## config.mk

```make
export PLATFORM = sky130hd
export DESIGN_NAME = lzssd_seq
export DESIGN_NICKNAME = d
export VERILOG_FILES = /design/src/rtl/lzssd_pkg.sv /design/src/rtl/lzssd_seq.sv
export SDC_FILE = /design/constraint.sdc
export NUM_CORES = 1
export LEC_CHECK = 0
export BUFFER_PORTS_ARGS = -buffer_cell sky130_fd_sc_hd__buf_2
export CORE_MARGIN = 2
export CORE_UTILIZATION = 25
export DETAILED_ROUTE_END_ITERATION = 6
export PLACE_DENSITY = 0.52
export SLEW_MARGIN = 10
export SYNTH_ARGS = -nofsm -noshare
export SYNTH_HDL_FRONTEND = slang
export SYNTH_SLANG_ARGS = --single-unit
```

## constraint.sdc

```tcl
create_clock -name clk -period 2.5 [get_ports clk]
set_clock_uncertainty 0.2 [all_clocks]
set_input_delay 0.125 -clock clk [delete_from_list [all_inputs] [get_ports clk]]
set_output_delay 0.125 -clock clk [all_outputs]
set_load 0.005 [all_outputs]
```

## src/rtl/lzssd_pkg.sv

```systemverilog
// ----------------------------------------------------------------------------
// lzssd_pkg
// shared types and constants for the lzss stream decoder
// ----------------------------------------------------------------------------
package lzssd_pkg;

  // literal field width and the fill byte of the preset window
  localparam int unsigned LIT_BITS   = 8;
  localparam logic [7:0]  SPACE_CHAR = 8'h20;

  // width of the token field bit counter (covers position fields up to 15 bits)
  localparam int unsigned BL_W = 4;

  // token parser phase
  typedef enum logic [1:0] {
    PH_FLAG = 2'd0,
    PH_LIT  = 2'd1,
    PH_POS  = 2'd2,
    PH_LEN  = 2'd3
  } phase_t;

  // sequencer states
  typedef enum logic [4:0] {
    S_IDLE = 5'b00001,
    S_BIT  = 5'b00010,
    S_LIT  = 5'b00100,
    S_RD   = 5'b01000,
    S_WR   = 5'b10000
  } state_t;

  // one decoded byte on its way to the output register and the window
  typedef struct packed {
    logic       vld;
    logic       last;
    logic [7:0] data;
  } emit_t;

endpackage

```

## src/rtl/lzssd_seq.sv

```systemverilog
// ----------------------------------------------------------------------------
// lzssd_seq
// bit-serial token parser and copy sequencer
// ----------------------------------------------------------------------------
module lzssd_seq
  import lzssd_pkg::*;
#(
  parameter int unsigned POS_BITS = 10,
  parameter int unsigned LEN_BITS = 4
) (
  input  logic                clk,
  input  logic                rst_n,
  input  logic                in_valid,
  input  logic [7:0]          in_byte,
  output logic                in_stall,
  input  logic                out_free,
  output emit_t               emit,
  output logic                rd_en,
  output logic [POS_BITS-1:0] rd_addr,
  input  logic [7:0]          rd_byte
);

  localparam int unsigned CL_W = LEN_BITS + 1;

  state_t              state_r, state_nxt;
  phase_t              phase_r, phase_nxt;
  logic [7:0]          sh_r, sh_nxt;
  logic [3:0]          bits_rem_r, bits_rem_nxt;
  logic [BL_W-1:0]     bl_r, bl_nxt;
  logic [POS_BITS-1:0] fa_r, fa_nxt;
  logic [POS_BITS-1:0] match_r, match_nxt;
  logic [POS_BITS-1:0] rd_ptr_r, rd_ptr_nxt;
  logic [CL_W-1:0]     cl_r, cl_nxt;

  logic                bit_in;
  logic [POS_BITS-1:0] fa_acc;
  logic [BL_W-1:0]     bl_dec;
  state_t              after_tok;

  assign in_stall = !(state_r == S_IDLE);
  assign rd_addr  = rd_ptr_r;
  assign bit_in   = sh_r[7];
  assign fa_acc   = {fa_r[POS_BITS-2:0], bit_in};
  assign bl_dec   = (bl_r != '0) ? bl_r - BL_W'(1) : bl_r;

  always_comb begin
    state_nxt    = state_r;
    phase_nxt    = phase_r;
    sh_nxt       = sh_r;
    bits_rem_nxt = bits_rem_r;
    bl_nxt       = bl_r;
    fa_nxt       = fa_r;
    match_nxt    = match_r;
    rd_ptr_nxt   = rd_ptr_r;
    cl_nxt       = cl_r;
    rd_en        = 1'b0;
    emit         = '0;
    emit.data    = (state_r == S_WR) ? rd_byte : fa_r[7:0];
    // where to go once a token's output is done
    after_tok    = (bits_rem_r != '0) ? S_BIT : S_IDLE;

    case (state_r)
      S_IDLE: begin
        if (in_valid) begin
          sh_nxt       = in_byte;
          bits_rem_nxt = 4'(LIT_BITS);
          state_nxt    = S_BIT;
        end
      end
      S_BIT: begin
        sh_nxt       = {sh_r[6:0], 1'b0};
        bits_rem_nxt = bits_rem_r - 4'd1;
        state_nxt    = (bits_rem_r != 4'd1) ? S_BIT : S_IDLE;
        if (phase_r == PH_FLAG) begin
          fa_nxt = '0;
          if (bit_in) begin
            phase_nxt = PH_LIT;
            bl_nxt    = BL_W'(LIT_BITS);
          end else begin
            phase_nxt = PH_POS;
            bl_nxt    = BL_W'(POS_BITS);
          end
        end else begin
          fa_nxt = fa_acc;
          bl_nxt = bl_dec;
          if (bl_dec == '0) begin
            case (phase_r)
              PH_LIT: begin
                phase_nxt = PH_FLAG;
                state_nxt = S_LIT;
              end
              PH_POS: begin
                match_nxt = fa_acc;
                fa_nxt    = '0;
                phase_nxt = PH_LEN;
                bl_nxt    = BL_W'(LEN_BITS);
              end
              PH_LEN: begin
                cl_nxt     = CL_W'(fa_acc[LEN_BITS-1:0]) + CL_W'(2);
                rd_ptr_nxt = match_r;
                fa_nxt     = '0;
                phase_nxt  = PH_FLAG;
                state_nxt  = S_RD;
              end
              default: begin
                phase_nxt = PH_FLAG;
              end
            endcase
          end
        end
      end
      S_LIT: begin
        if (out_free) begin
          emit.vld  = 1'b1;
          emit.last = 1'b1;
          state_nxt = after_tok;
        end
      end
      S_RD: begin
        rd_en     = 1'b1;
        state_nxt = S_WR;
      end
      S_WR: begin
        if (out_free) begin
          emit.vld   = 1'b1;
          emit.last  = (cl_r == CL_W'(1));
          rd_ptr_nxt = rd_ptr_r + POS_BITS'(1);
          cl_nxt     = cl_r - CL_W'(1);
          state_nxt  = (cl_r == CL_W'(1)) ? after_tok : S_RD;
        end
      end
      default: begin
        state_nxt = S_IDLE;
      end
    endcase
  end

  always_ff @(posedge clk) begin
    if (!rst_n) begin
      state_r    <= S_IDLE;
      phase_r    <= PH_FLAG;
      bits_rem_r <= '0;
      bl_r       <= '0;
      fa_r       <= '0;
      match_r    <= '0;
      cl_r       <= '0;
    end else begin
      state_r    <= state_nxt;
      phase_r    <= phase_nxt;
      bits_rem_r <= bits_rem_nxt;
      bl_r       <= bl_nxt;
      fa_r       <= fa_nxt;
      match_r    <= match_nxt;
      cl_r       <= cl_nxt;
    end
  end

  always_ff @(posedge clk) begin
    sh_r     <= sh_nxt;
    rd_ptr_r <= rd_ptr_nxt;
  end

endmodule

```

==> run_summary.xml, run 1 <==
<?xml version="1.0" encoding="UTF-8"?>
<metrics>
  <group name="final_layout">
    <metric name="antenna_cells" unit="">0</metric>
    <metric name="layout.nets" unit="">465</metric>
    <metric name="syn2layout_area_growth" unit="%">29.5</metric>
    <metric name="drive_above_1_share" unit="">0.201</metric>
  </group>
  <group name="placed_design">
    <metric name="port_buffers" unit="">41</metric>
    <metric name="detailed_place_hpwl" unit="um">5620</metric>
    <metric name="place_worst_setup_slack" unit="ns">0.157</metric>
    <metric name="gpl.final_weighted_congestion" unit="">0.825</metric>
  </group>
  <group name="min_path">
    <metric name="hold_class" unit="">input pin to register</metric>
  </group>
  <group name="synthesis">
    <metric name="yosys_warnings" unit="">0</metric>
    <metric name="register_bit_count_reported_by_yosys" unit="">57</metric>
    <metric name="post_synthesis_average_cell_area" unit="um2">8.43</metric>
    <metric name="synth-main-ff-cell" unit="">sky130_fd_sc_hd__dfxtp_1</metric>
    <metric name="synth_enable_flop_cells" unit="">18</metric>
    <metric name="mappedNetlistNets" unit="">406</metric>
    <metric name="ys_types" unit="">57</metric>
    <metric name="synthCells" unit="">378</metric>
    <metric name="synth_async_sr_flop_share" unit="">0</metric>
    <metric name="synth_area" unit="um2">3190</metric>
    <metric name="synth.yosys.seq_area_share" unit="">0.414</metric>
  </group>
  <group name="grt">
    <metric name="grt_max_degree" unit="">25</metric>
    <metric name="grt_util_all_layers" unit="">0.116</metric>
    <metric name="residual_overflow_from_global_routing" unit="">0</metric>
    <metric name="grt_pass1_wl" unit="um">12500</metric>
    <metric name="first_global_vias" unit="">2567</metric>
    <metric name="grt_antenna_before_repair" unit="">0</metric>
  </group>
  <group name="clock_network">
    <metric name="tritoncts_num_sinks" unit="">57</metric>
    <metric name="tritoncts_buffers" unit="">9</metric>
    <metric name="clock_tree_from_tritoncts" unit="">yes</metric>
    <metric name="cts.reportedPaths.clkPinSlew" unit="ns">0.05</metric>
    <metric name="clock_tree.htree_level_count" unit="">3</metric>
    <metric name="clkLatencyLatePin" unit="ns">0.33</metric>
    <metric name="cts.root.buffer_cell" unit="">sky130_fd_sc_hd__clkbuf_16</metric>
    <metric name="max-clock-path-buffers" unit="">2</metric>
  </group>
  <group name="routing">
    <metric name="drt-pass1-iter-count" unit="">4</metric>
    <metric name="drt_iter0_markers" unit="">149</metric>
    <metric name="route.detailed.vias_per_inst" unit="">4.69</metric>
    <metric name="route.antenna.remaining_nets" unit="">0</metric>
    <metric name="routed_wl" unit="um">7800</metric>
    <metric name="post_drt_wl_per_cell" unit="um">12.7</metric>
    <metric name="remaining_drc_errors" unit="">0</metric>
    <metric name="route.vias.total" unit="">2879</metric>
  </group>
  <group name="setup_path">
    <metric name="critical_path.startpoint_type" unit="">register</metric>
    <metric name="crit_fanout" unit="">8</metric>
    <metric name="required" unit="ns">2.40</metric>
    <metric name="crit_chain" unit="">inv_1 &gt; ha_1 &gt; and3b_1 &gt; a22oi_1 &gt; o21a_1 &gt; clkinvlp_4 &gt; buf_12</metric>
    <metric name="cp_data_arrival_time" unit="ns">2.21</metric>
    <metric name="worst_path_max_delay_cell" unit="">sky130_fd_sc_hd__dfxtp_1</metric>
    <metric name="critical_path.endpoint_type" unit="">register</metric>
    <metric name="worstSetupPathType" unit="">register to register</metric>
    <metric name="critPathMaxStageDelay" unit="ns">0.40</metric>
  </group>
  <group name="floorplan">
    <metric name="pin_count" unit="">42</metric>
    <metric name="dieArea" unit="um2">13700</metric>
    <metric name="fp.dieH" unit="um">117</metric>
    <metric name="fp.coreArea" unit="um2">12500</metric>
    <metric name="core.rowCount" unit="">41</metric>
    <metric name="chip_width" unit="um">117</metric>
    <metric name="start_util" unit="">0.255</metric>
  </group>
  <group name="timing">
    <metric name="setup_viol_count_final" unit="">0</metric>
    <metric name="slew_headroom" unit="">0.447</metric>
    <metric name="period_share" unit="">0.924</metric>
    <metric name="grt_setup_unrepaired" unit="">no</metric>
    <metric name="maxClockFrequency" unit="MHz">433</metric>
    <metric name="post-route-worst-setup-slack" unit="ns">0.190</metric>
    <metric name="final-hold-violation-count" unit="">0</metric>
    <metric name="fin_crit" unit="ns">2.31</metric>
    <metric name="report.final.slew_viol_count" unit="">0</metric>
    <metric name="final_tns_setup" unit="ns">0</metric>
    <metric name="tightest_slew" unit="ns">0.827</metric>
  </group>
  <group name="power">
    <metric name="power.ir.vdd_worst" unit="uV">412</metric>
    <metric name="powerDensity" unit="nW/um2">748</metric>
    <metric name="power.leakage" unit="nW">1.54</metric>
  </group>
  <group name="outcome">
    <metric name="status" unit="">complete, no violations</metric>
  </group>
  <group name="run">
    <metric name="max_cap_violations" unit="">0</metric>
  </group>
</metrics>
## cell type report
class / count / area, um2
Tap cell: 172 / 215
Multi-Input combinational cell: 275 / 1690
Timing Repair Buffer: 70 / 460
Fill cell: 1318 / 8390
Inverter: 24 / 93.8
Sequential cell: 57 / 1320
Clock buffer: 9 / 225
Clock inverter: 7 / 125
## final timing paths
kind                                              start                 endpoint  slack (ns)  depth (start not counted)
worst max-delay path               bl_r[0]$_SDFFE_PN0P_     rd_addr[3]$_DFFE_PP_        0.19                          7
worst max register to register     bl_r[0]$_SDFFE_PN0P_     rd_addr[3]$_DFFE_PP_        0.19                          7
worst min register to register  match_r[9]$_SDFFE_PN0P_  match_r[9]$_SDFFE_PN0P_        0.27                          2
worst min-delay path                              rst_n     fa_r[1]$_SDFFE_PN0P_        0.07                          2
## kinds of logic after synthesis
| kind of cell | Yosys count | synth area share |
|---|---|---|
| and+or+nand+nor | 145 | 0.230 |
| AOI/OAI and AO/OA | 108 | 0.225 |
| DFF | 57 | 0.414 |
| buffers and inverters | 46 | 0.0600 |
| xor gates and xnor gates | 13 | 0.0357 |
| adders and majority gates | 8 | 0.0314 |
| muxes | 1 | 0.00314 |
## timing repair
action	in CTS	in global routing
endpoints found under the hold margin	11	0
resized for setup	0	3
setup endpoints to repair	0	21
hold buffers	10	0
setup buffers	0	5
## placed cells by master, fill, tap and decap left out, types with 12 or more instances in the layout
| cell type | n |
|---|---|
| sky130_fd_sc_hd__nand3_1 | 25 |
| sky130_fd_sc_hd__o21ai_0 | 35 |
| sky130_fd_sc_hd__inv_1 | 23 |
| sky130_fd_sc_hd__buf_4 | 18 |
| sky130_fd_sc_hd__buf_2 | 41 |
| sky130_fd_sc_hd__nor2_1 | 18 |
| sky130_fd_sc_hd__a21oi_1 | 20 |
| sky130_fd_sc_hd__nand2_1 | 56 |
| sky130_fd_sc_hd__dfxtp_1 | 39 |
| sky130_fd_sc_hd__o21a_1 | 12 |
| sky130_fd_sc_hd__edfxtp_1 | 18 |
## synthesized netlist by cell type, drive strengths merged, types with 3 or more instances
library cell / number / share of area
a2111oi: 13 / 0.040
ha: 8 / 0.031
or3: 4 / 0.0094
nor2b: 5 / 0.0098
nor3b: 4 / 0.0094
nand4: 4 / 0.0078
o211ai: 3 / 0.0071
and2: 3 / 0.0059
inv: 24 / 0.028
a31oi: 5 / 0.0098
o21a: 12 / 0.028
nor3: 10 / 0.017
nor2: 20 / 0.025
edfxtp: 18 / 0.17
a21oi: 20 / 0.031
xnor2: 11 / 0.030
buf: 8 / 0.015
nand2: 57 / 0.068
clkbuf: 14 / 0.016
o21ai: 35 / 0.055
nand3: 25 / 0.039
dfxtp: 39 / 0.24
## through the flow
step	utilization	hold slack, ns	instance area [um2]	power [mW]	instances
2_1_floorplan	-	0.0875	3190	1.48	378
3_3_place_gp	0.289	0.193	3610	1.63	583
3_5_place_dp	0.289	0.197	3610	1.63	583
4_1_cts	0.325	0.0626	4060	3.09	609
5_1_grt	0.330	0.0856	4130	3.23	614
6_report	0.330	0.0728	4130	3.09	614
## worst max-delay path, delay by kind of cell, from the launching register on
kind / cells / cell delay (ns)
adders and majority gates: 1 / 0.29
AOI/OAI and AO/OA: 2 / 0.59
DFF: 1 / 0.40
buffers and inverters: 3 / 0.40
and+or+nand+nor: 1 / 0.19
## routing by layer
| metal | track usage | wire [um] |
|---|---|---|
| met1 | 0.156 | 3900 |
| met2 | 0.188 | 3560 |
| met3 | 0.0294 | 288 |
| met4 | 0.0282 | 48 |
| met5 | 0 | 0 |
## sequential cells by signal, indices dropped and copies added, names as in the netlist
name,count
fa_r,9
match_r,10
bits_rem_r,4
state_r,5
phase_r,2
sh_r,8
bl_r,4
rd_addr,10
cl_r,5
## power breakdown
part           internal (mW)  switching (mW)  total (mW)  leakage (nW)
Sequential              1.03          0.0475        1.08         0.484
Combinational          0.221           0.351       0.573         0.883
Clock                  0.983           0.457        1.44         0.171
Note: power is estimated with default switching activity, not from simulation.
==> inputs of run 2 (changes only) <==
--- a/config.mk
+++ b/config.mk
@@ -7,9 +7,9 @@
 export LEC_CHECK = 0
 export BUFFER_PORTS_ARGS = -buffer_cell sky130_fd_sc_hd__buf_2
 export CORE_MARGIN = 2
-export CORE_UTILIZATION = 25
+export CORE_UTILIZATION = 55
 export DETAILED_ROUTE_END_ITERATION = 6
-export PLACE_DENSITY = 0.52
+export PLACE_DENSITY = 0.88
 export SLEW_MARGIN = 10
 export SYNTH_ARGS = -nofsm -noshare
 export SYNTH_HDL_FRONTEND = slang
==> run 2 against run 1 <==
- via count is 3.4% higher
- worst setup slack got worse by 0.11 ns
- sequential share of layout area up 2.8 points
- die area down 53%
- core utilization grew 36 points
- clock power fell by 34%
- sequential power hardly changed
==> run_summary.xml, run 2 (synthesis gave the netlist of run 1 again) <==
<?xml version="1.0" encoding="UTF-8"?>
<metrics>
  <group name="min_path">
    <metric name="holdPathStages" unit="">3</metric>
    <metric name="worst_hold_path.endpoint" unit="">state_r[0]$_SDFFE_PN1P_</metric>
    <metric name="hold_class" unit="">input pin to register</metric>
    <metric name="hold_path_startpoint" unit="">in_valid</metric>
  </group>
  <group name="final_layout">
    <metric name="layout.nets" unit="">457</metric>
    <metric name="syn2layout_area_growth" unit="%">19.2</metric>
    <metric name="layout.cells.most_common_list" unit="">sky130_fd_sc_hd__nand2_1, sky130_fd_sc_hd__buf_2, sky130_fd_sc_hd__dfxtp_1, sky130_fd_sc_hd__o21ai_0, sky130_fd_sc_hd__nand3_1</metric>
    <metric name="final_area" unit="um2">3800</metric>
    <metric name="layout_commonest_cell" unit="">sky130_fd_sc_hd__nand2_1</metric>
    <metric name="drive_above_1_share" unit="">0.187</metric>
    <metric name="final_cells" unit="">506</metric>
    <metric name="antenna_cells" unit="">0</metric>
    <metric name="post-route-util" unit="">0.686</metric>
  </group>
  <group name="clock_network">
    <metric name="clkLatencyLatePin" unit="ns">0.34</metric>
    <metric name="postCtsSetupBuffers" unit="">0</metric>
    <metric name="cts.reportedPaths.clkPinSlew" unit="ns">0.07</metric>
    <metric name="max-clock-path-buffers" unit="">2</metric>
    <metric name="clock_tree.htree_level_count" unit="">3</metric>
    <metric name="tritoncts_buffers" unit="">9</metric>
    <metric name="cts.root.buffer_cell" unit="">sky130_fd_sc_hd__clkbuf_8</metric>
    <metric name="clock_tree_from_tritoncts" unit="">yes</metric>
    <metric name="tritoncts_num_sinks" unit="">57</metric>
  </group>
  <group name="setup_path">
    <metric name="ff2ff_path_depth" unit="">7</metric>
    <metric name="required" unit="ns">2.59</metric>
    <metric name="critical_path.startpoint_type" unit="">register</metric>
    <metric name="ff2ff_setup_slack" unit="ns">0.08</metric>
    <metric name="rr_endpoint" unit="">fa_r[1]$_SDFFE_PN0P_</metric>
    <metric name="timing.rr.start" unit="">bl_r[0]$_SDFFE_PN0P_</metric>
    <metric name="worstSetupPathType" unit="">register to register</metric>
    <metric name="crit_fanout" unit="">15</metric>
    <metric name="critical_path.endpoint_type" unit="">register</metric>
    <metric name="cp_data_arrival_time" unit="ns">2.51</metric>
  </group>
  <group name="timing">
    <metric name="fin_crit" unit="ns">2.42</metric>
    <metric name="report.final.slew_viol_count" unit="">0</metric>
    <metric name="maxClockFrequency" unit="MHz">413</metric>
    <metric name="tightest_slew" unit="ns">0.897</metric>
    <metric name="hold_slack" unit="ns">0.0212</metric>
    <metric name="period_share" unit="">0.968</metric>
    <metric name="setup_viol_count_final" unit="">0</metric>
    <metric name="final-hold-violation-count" unit="">0</metric>
    <metric name="slew_headroom" unit="">0.400</metric>
  </group>
  <group name="floorplan">
    <metric name="fp.coreArea" unit="um2">5540</metric>
    <metric name="fp.dieH" unit="um">80.1</metric>
    <metric name="core.rowCount" unit="">27</metric>
    <metric name="pin_count" unit="">42</metric>
    <metric name="start_util" unit="">0.575</metric>
    <metric name="dieArea" unit="um2">6420</metric>
    <metric name="chip_width" unit="um">80.1</metric>
  </group>
  <group name="grt">
    <metric name="grt_max_degree" unit="">24</metric>
    <metric name="grt_antenna_before_repair" unit="">0</metric>
    <metric name="grt_util_all_layers" unit="">0.255</metric>
    <metric name="grt_pass1_wl" unit="um">12700</metric>
    <metric name="residual_overflow_from_global_routing" unit="">0</metric>
    <metric name="first_global_vias" unit="">2765</metric>
  </group>
  <group name="routing">
    <metric name="route.detailed.vias_per_inst" unit="">5.89</metric>
    <metric name="post_drt_wl_per_cell" unit="um">14.9</metric>
    <metric name="routed_wl" unit="um">7520</metric>
    <metric name="route.antenna.remaining_nets" unit="">0</metric>
    <metric name="drt_iter0_markers" unit="">259</metric>
    <metric name="route.vias.total" unit="">2978</metric>
    <metric name="remaining_drc_errors" unit="">0</metric>
    <metric name="drt-pass1-iter-count" unit="">5</metric>
  </group>
  <group name="placed_design">
    <metric name="placed_cells_incl_taps" unit="">481</metric>
    <metric name="dpl_cell_area" unit="um2">3470</metric>
    <metric name="port_buffers" unit="">41</metric>
    <metric name="gpl.final_weighted_congestion" unit="">0.939</metric>
    <metric name="detailed_place_hpwl" unit="um">5160</metric>
  </group>
  <group name="power">
    <metric name="power.leakage" unit="nW">1.44</metric>
    <metric name="power.ir.vdd_worst" unit="uV">456</metric>
    <metric name="powerDensity" unit="nW/um2">681</metric>
  </group>
  <group name="run">
    <metric name="max_cap_violations" unit="">0</metric>
  </group>
  <group name="outcome">
    <metric name="status" unit="">complete, no violations</metric>
  </group>
</metrics>
## run 2: repair_timing
| action | CTS | global route |
|---|---|---|
| resized for setup | 0 | 4 |
| hold buffers | 9 | 0 |
| endpoints found under the hold margin | 11 | 0 |
| setup endpoints to repair | 0 | 17 |
## run 2: layout make-up
class	instances	area, um2
well taps	72	90.1
repair buffers	62	385
fillers	431	1740
inverters	24	90.1
clock inverters	6	81.3
flip-flops and latches	57	1320
clock buffers	10	138
multi-input cells	275	1690
## run 2: worst max-delay path by stage
stage          slack, ns  cells past startpoint              endpoint               startpoint
2_1_floorplan       0.27                      7  cl_r[2]$_SDFFE_PN0P_     bl_r[0]$_SDFFE_PN0P_
3_3_place_gp        0.23                      6  rd_addr[8]$_DFFE_PP_     bl_r[0]$_SDFFE_PN0P_
3_5_place_dp        0.16                      7  fa_r[3]$_SDFFE_PN0P_     bl_r[0]$_SDFFE_PN0P_
4_1_cts             0.06                      6               emit[4]  state_r[0]$_SDFFE_PN1P_
5_1_grt           -0.003                      7  fa_r[2]$_SDFFE_PN0P_     bl_r[0]$_SDFFE_PN0P_
6_report            0.08                      7  fa_r[1]$_SDFFE_PN0P_     bl_r[0]$_SDFFE_PN0P_
## run 2: metrics by stage
stage                     power (mW)  worst slack, ns  setup TNS, ns
after CTS                       2.57           0.0639              0
after detailed placement        1.62            0.158              0
after global routing            2.70         -0.00276       -0.00276
after floorplan                 1.48            0.271              0
final                           2.59           0.0793              0
after global placement          1.60            0.226              0
## run 2: metal layers
metal	vias to the layer above	wire length [um]	share of wire	global-route usage
li1	1460	-	-	-
met1	1374	3280	0.44	0.327
met2	127	3660	0.49	0.414
met3	17	420	0.056	0.0461
met4	0	149	0.020	0.125
met5	-	0	0	0
## run 2: power by group
part           internal, mW  leakage, nW  switching (mW)
combinational         0.205        0.849           0.345
clock                 0.581        0.110           0.369
sequential             1.03        0.484          0.0605
total                  1.81         1.44           0.774
## run 2: worst max-delay path, cell delays in order, from the launching register on
cell and delay [ns]:
sky130_fd_sc_hd__dfxtp_1 0.42, sky130_fd_sc_hd__inv_1 0.07, sky130_fd_sc_hd__ha_1 0.30, sky130_fd_sc_hd__and3b_1 0.21
sky130_fd_sc_hd__a22o_2 0.34, sky130_fd_sc_hd__buf_4 0.21, sky130_fd_sc_hd__a2111oi_0 0.45, sky130_fd_sc_hd__o21a_1 0.17
